$ cat src/hdl/cau_pkg.sv
// Package for the complex arithmetic unit: action and status codes, field widths,
// the saturation helpers and the control bundle that travels down the pipeline.
// No dependencies.
package cau_pkg;

   localparam int DATA_W        = 16;  // width of one complex component
   localparam int FRAC_BITS_DEF = 8;   // default number of fraction bits
   localparam int PROD_W        = 32;  // magnitude of a sum of two products
   localparam int QUO_W         = 17;  // quotient bits developed by the divider
   localparam int SQ_STEPS      = 16;  // root bits developed by the square root
   localparam int SAT_W         = 34;  // width accepted by the saturation helper

   localparam logic [2:0] ACT_ADD = 3'd0;
   localparam logic [2:0] ACT_SUB = 3'd1;
   localparam logic [2:0] ACT_MUL = 3'd2;
   localparam logic [2:0] ACT_DIV = 3'd3;
   localparam logic [2:0] ACT_CNJ = 3'd4;
   localparam logic [2:0] ACT_NEG = 3'd5;
   localparam logic [2:0] ACT_MAG = 3'd6;

   localparam logic [1:0] ST_OK  = 2'd0;
   localparam logic [1:0] ST_SAT = 2'd1;
   localparam logic [1:0] ST_DZ  = 2'd2;

   localparam logic signed [DATA_W-1:0] MAX_POS = 16'sh7FFF;
   localparam logic signed [DATA_W-1:0] MAX_NEG = 16'sh8000;

   typedef struct packed {
      logic signed [DATA_W-1:0] val;
      logic                     sat;
   } sat_type;

   // Per-item control that rides along with the arithmetic lanes.
   typedef struct packed {
      logic [2:0]               action;
      logic signed [DATA_W-1:0] re;      // finished result of the short actions
      logic signed [DATA_W-1:0] im;
      logic                     sat;
      logic                     neg_re;  // quotient signs
      logic                     neg_im;
      logic                     ovf_re;  // quotient certain to overflow
      logic                     ovf_im;
      logic                     dz;      // divisor is zero
   } ctrl_type;

   function automatic sat_type sat16(input logic signed [SAT_W-1:0] v);
      sat_type r;
      if (v > SAT_W'(signed'(MAX_POS))) begin
         r.val = MAX_POS;
         r.sat = 1'b1;
      end else if (v < SAT_W'(signed'(MAX_NEG))) begin
         r.val = MAX_NEG;
         r.sat = 1'b1;
      end else begin
         r.val = v[DATA_W-1:0];
         r.sat = 1'b0;
      end
      return r;
   endfunction

   // Applies the sign to a quotient magnitude and clips it to the component range.
   function automatic sat_type sat_quo(input logic [QUO_W-1:0] q, input logic neg,
                                       input logic ovf);
      sat_type r;
      if (!neg) begin
         if (ovf || q > QUO_W'(32767)) begin
            r.val = MAX_POS;
            r.sat = 1'b1;
         end else begin
            r.val = q[DATA_W-1:0];
            r.sat = 1'b0;
         end
      end else begin
         if (ovf || q > QUO_W'(32768)) begin
            r.val = MAX_NEG;
            r.sat = 1'b1;
         end else begin
            r.val = DATA_W'(-q);
            r.sat = 1'b0;
         end
      end
      return r;
   endfunction

endpackage

$ cat src/hdl/cau_iter_stage.sv
// One pipeline stage of the iterative part: one restoring division step on both
// quotient lanes and, after stage 0, one digit of the integer square root.
// Depends on cau_pkg.
module cau_iter_stage
   import cau_pkg::*;
#(
   parameter int FRAC_BITS = FRAC_BITS_DEF,
   parameter int STEP      = 0
) (
   input  logic                          clock,
   input  logic                          reset,
   input  logic                          enable,
   input  logic                          in_valid,
   input  ctrl_type                      in_ctrl,
   input  logic [PROD_W+FRAC_BITS-1:0]   in_rem_re,
   input  logic [PROD_W+FRAC_BITS-1:0]   in_rem_im,
   input  logic [QUO_W-1:0]              in_q_re,
   input  logic [QUO_W-1:0]              in_q_im,
   input  logic [PROD_W-1:0]             in_den,
   input  logic [PROD_W-1:0]             in_sq_x,
   input  logic [PROD_W-1:0]             in_sq_res,
   output logic                          out_valid,
   output ctrl_type                      out_ctrl,
   output logic [PROD_W+FRAC_BITS-1:0]   out_rem_re,
   output logic [PROD_W+FRAC_BITS-1:0]   out_rem_im,
   output logic [QUO_W-1:0]              out_q_re,
   output logic [QUO_W-1:0]              out_q_im,
   output logic [PROD_W-1:0]             out_den,
   output logic [PROD_W-1:0]             out_sq_x,
   output logic [PROD_W-1:0]             out_sq_res
);

   localparam int NUM_W = PROD_W + FRAC_BITS;
   localparam int CMP_W = PROD_W + QUO_W + FRAC_BITS;
   localparam int K     = QUO_W - 1 - STEP;

   logic                 valid_ff;
   ctrl_type             ctrl_ff;
   logic [NUM_W-1:0]     rem_re_ff, rem_re_in, rem_im_ff, rem_im_in;
   logic [QUO_W-1:0]     q_re_ff, q_re_in, q_im_ff, q_im_in;
   logic [PROD_W-1:0]    den_ff, sq_x_ff, sq_x_in, sq_res_ff, sq_res_in;
   logic [CMP_W-1:0]     den_sh, cmp_re, cmp_im;

   always_comb begin
      den_sh    = CMP_W'(in_den) << K;
      cmp_re    = CMP_W'(in_rem_re);
      cmp_im    = CMP_W'(in_rem_im);
      rem_re_in = in_rem_re;
      rem_im_in = in_rem_im;
      q_re_in   = in_q_re;
      q_im_in   = in_q_im;
      if (cmp_re >= den_sh) begin
         rem_re_in  = NUM_W'(cmp_re - den_sh);
         q_re_in[K] = 1'b1;
      end
      if (cmp_im >= den_sh) begin
         rem_im_in  = NUM_W'(cmp_im - den_sh);
         q_im_in[K] = 1'b1;
      end
   end

   generate
      if (STEP >= QUO_W - SQ_STEPS) begin : g_sqrt
         logic [PROD_W:0] sq_bit, sq_try;
         always_comb begin
            sq_bit = (PROD_W+1)'(1) << (2 * K);
            sq_try = {1'b0, in_sq_res} + sq_bit;
            if ({1'b0, in_sq_x} >= sq_try) begin
               sq_x_in   = in_sq_x - sq_try[PROD_W-1:0];
               sq_res_in = (in_sq_res >> 1) + sq_bit[PROD_W-1:0];
            end else begin
               sq_x_in   = in_sq_x;
               sq_res_in = in_sq_res >> 1;
            end
         end
      end else begin : g_no_sqrt
         assign sq_x_in   = in_sq_x;
         assign sq_res_in = in_sq_res;
      end
   endgenerate

   always_ff @(posedge clock) begin
      if (reset) begin
         valid_ff <= 1'b0;
      end else if (enable) begin
         valid_ff <= in_valid;
      end
   end

   always_ff @(posedge clock) begin
      if (enable) begin
         ctrl_ff   <= in_ctrl;
         rem_re_ff <= rem_re_in;
         rem_im_ff <= rem_im_in;
         q_re_ff   <= q_re_in;
         q_im_ff   <= q_im_in;
         den_ff    <= in_den;
         sq_x_ff   <= sq_x_in;
         sq_res_ff <= sq_res_in;
      end
   end

   assign out_valid  = valid_ff;
   assign out_ctrl   = ctrl_ff;
   assign out_rem_re = rem_re_ff;
   assign out_rem_im = rem_im_ff;
   assign out_q_re   = q_re_ff;
   assign out_q_im   = q_im_ff;
   assign out_den    = den_ff;
   assign out_sq_x   = sq_x_ff;
   assign out_sq_res = sq_res_ff;

endmodule

$ cat config.mk
export PLATFORM = sky130hd
export DESIGN_NAME = cau_iter_stage
export DESIGN_NICKNAME = d
export VERILOG_FILES = /design/src/hdl/cau_pkg.sv /design/src/hdl/cau_iter_stage.sv
export SDC_FILE = /design/constraint.sdc
export NUM_CORES = 1
export LEC_CHECK = 0
export BUFFER_PORTS_ARGS = -buffer_cell sky130_fd_sc_hd__buf_2
export CAP_MARGIN = 0
export CORE_AREA = 4 4 192 194
export DETAILED_ROUTE_END_ITERATION = 6
export DIE_AREA = 0 0 196 198
export SKIP_CTS_REPAIR_TIMING = 1
export SKIP_LAST_GASP = 1
export SLEW_MARGIN = 25
export SYNTH_ARGS = -nofsm -noshare
export SYNTH_HDL_FRONTEND = slang
export SYNTH_SLANG_ARGS = --single-unit
$ cat constraint.sdc
create_clock -name clock -period 3.3 [get_ports clock]
set_input_delay 0.33 -clock clock [delete_from_list [all_inputs] [get_ports clock]]
set_output_delay 0.33 -clock clock [all_outputs]
set_load 0.05 [all_outputs]
==> impl_metrics.json <==
{
  "p_sw_share_pct": 32.2,
  "p_seq_share_pct": 41.9,
  "combPwrFrac_pct": 24.6,
  "cap_violations": 0,
  "synth_nets": 1072,
  "utilization_pct": 48.6,
  "setup_violations": 0,
  "hold_viol": 0,
  "grt_pass1_vias": 8582,
  "finalWirelength_um": 45300,
  "hold_path_depth": 3,
  "cts_buffers": 29,
  "synth_top_area_share_pct": 68.4,
  "n_fill_cell": 3163,
  "yosysSeqAreaShare_pct": 68.5,
  "synth_top_cell_by_area": "edfxtp_1",
  "clkPwrFrac_pct": 33.4,
  "yosysWarningCount": 0,
  "arrival_ps": 3310,
  "h-tree-depth": 1,
  "clock-skew-final_ps": 0,
  "period_needed_ps": 3020,
  "synth_area_leaders": "edfxtp_1 68%, ha_1 5.4%, mux2_2 2.2%, a21oi_1 1.9%, o21ai_0 1.9%",
  "cts_tree": "yes",
  "place_congestion": 0.903,
  "grt_pass1_wl_um": 58600,
  "drt_iter0_markers": 523,
  "p_int_mw": 6.26,
  "numPortBuffers": 506,
  "place_hpwl_um": 34200,
  "finalNetCount": 1802,
  "clkLatencyLatePin_ps": 550,
  "outcome": "finished, final reports clean",
  "die_h_um": 198,
  "syn_area_um2": 11000,
  "synthFlopType": "edfxtp_1",
  "min_path_type": "input pin to flop",
  "relSlewSlack_pct": 43.2,
  "cpLargestDelayFamily": "buffers and inverters",
  "cp.required_ps": 3590,
  "die-area_um2": 38800,
  "syn_inst": 767,
  "start_kind": "input pin",
  "slew_violations": 0,
  "vias_per_cell": 4.80,
  "grt_overflow_total": 0,
  "ff2ff_path_depth": 2,
  "p_leak_nw": 7.39,
  "crit_chain": "dlygate4sd3_1 -> buf_2 -> inv_1 -> ha_1 -> and4_1 -> nand4_1 -> nor4_1 -> o31ai_1 -> a31oi_2 -> buf_4 -> mux2_2",
  "grt_use_total_pct": 20.4,
  "wl_per_cell_um": 22.8,
  "synth-seq-cells": 252,
  "powerDensity_nw_per_um2": 539,
  "first_pass_iters": 5,
  "clkTransAtPathRegs_ps": 60,
  "peakVddDrop_uv": 455,
  "cts.path.max_buffers": 3,
  "postRouteAntennaNets": 0,
  "worstMarginPinSlew_ps": 841,
  "drc": 0,
  "synthArstFlopShare_pct": 0,
  "rsz0062_at_grt": "no",
  "end_kind": "flop",
  "area_delta_synth_final_pct": 55.3,
  "synth_area_per_cell_um2": 14.4,
  "antenna_found_initial": 12,
  "synth_most_common_cell": "edfxtp_1",
  "critPathSlowestCell": "dlygate4sd3_1",
  "grt_max_degree": 90,
  "synth_cell_types": 65,
  "timing.fmax_mhz": 331,
  "cts_sinks": 252,
  "vias": 9540,
  "core_um2": 35200,
  "crit_type": "input pin to flop",
  "ios": 507,
  "num_rows": 69,
  "path_depth": 11,
  "p_switching_mw": 2.98,
  "start_util_pct": 31.3,
  "critPathMaxStageDelay_ps": 510,
  "fin_crit_sh_pct": 91.6,
  "drive_above_1_share_pct": 39.4,
  "cts-root-buf": "clkbuf_16",
  "fin_setup_tns_ps": 0,
  "synth_edf_count": 251,
  "die_x_um": 196,
  "synthTopCellsByCount": "251 x edfxtp_1, 49 x nand2_1, 48 x ha_1, 42 x a21oi_1, 42 x o21ai_0",
  "critPathMaxFanout": 16,
  "path_buf_inv": 4
}
-- per-stage QoR --
| step | instances | total power [mW] | setup slack (ps) | hold WS, ps | cell area (um^2) |
|---|---|---|---|---|---|
| 6_report | 1989 | 9.23 | 277 | 15.4 | 17100 |
| 5_1_grt | 1986 | 9.59 | 113 | 12.3 | 17100 |
| 4_1_cts | 1783 | 9.12 | 723 | -84.6 | 15100 |
| 3_5_place_dp | 1730 | 5.99 | 136 | 495 | 14200 |
| 3_3_place_gp | 1730 | 5.99 | 215 | 472 | 14200 |
| 2_1_floorplan | 767 | 5.30 | 618 | 402 | 11000 |
-- logic make-up after synthesis --
kind of cell,share of synthesized area [%]
buffers and inverters,2.26
adders and majority gates,5.81
AOI/OAI and AO/OA,10.2
xor gates and xnor gates,2.78
muxes,2.61
DFF,68.5
and+or+nand+nor,7.81
-- area by class of cell --
type                            count  area, um^2  area share [%]
Sequential cell                   252        7560            44.1
Timing Repair Buffer              720        4690            27.4
Multi-Input combinational cell    455        3230            18.8
Clock buffer                       34         744            4.35
Tap cell                          461         577            3.37
Clock inverter                     19         154           0.899
Inverter                           39         146           0.855
Antenna cell                        9        22.5           0.132
-- layer usage --
layer  track usage (%)  share of wire (%)
met2              35.0                 49
met3              7.50                8.1
met4              6.44                3.5
met5                 0               0.17
met1              24.1                 39
-- worst register-to-register path, cell delays in order (launching register included) --
cell     delay, ps
dfxtp_1        310
mux2i_1        130
nor2_1          50
-- registers in the layout (all words and copies together), names as in the netlist --
signal,count
out_sq_res,32
out_rem_re,40
out_q_re,17
out_ctrl,41
out_sq_x,32
out_valid,1
out_den,32
out_rem_im,40
out_q_im,17
-- path summary, 6_finish.rpt --
kind	start	endpoint	slack [ps]
worst min register to register	out_valid	out_valid	500
worst max register to register	out_valid	out_valid	2710
worst min-delay path	in_valid	out_valid	20
worst max-delay path	in_den[7]	out_rem_re[19]	280
-- placed cells by master (no fill, tap or decap), types with 16 or more instances in the layout --
cell / count
edfxtp_1: 251
nand2_1: 49
o21ai_0: 42
ha_1: 48
nor2_1: 38
mux2_2: 22
buf_2: 505
inv_1: 39
a21o_1: 16
a21oi_1: 42
xnor2_1: 20
dlygate4sd3_1: 197
clkbuf_16: 29
-- power groups by stage --
| stage | Combinational, mW | Clock (mW) | Sequential (mW) |
|---|---|---|---|
| 6_report | 2.27 | 3.09 | 3.87 |
| 2_1_floorplan | 0.468 | 0 | 4.83 |
| 3_5_place_dp | 2.06 | 0 | 3.93 |
| 4_1_cts | 2.07 | 3.17 | 3.87 |
| 5_1_grt | 2.39 | 3.31 | 3.89 |
| 3_3_place_gp | 2.06 | 0 | 3.93 |
Note: power is estimated with default switching activity, not from simulation.
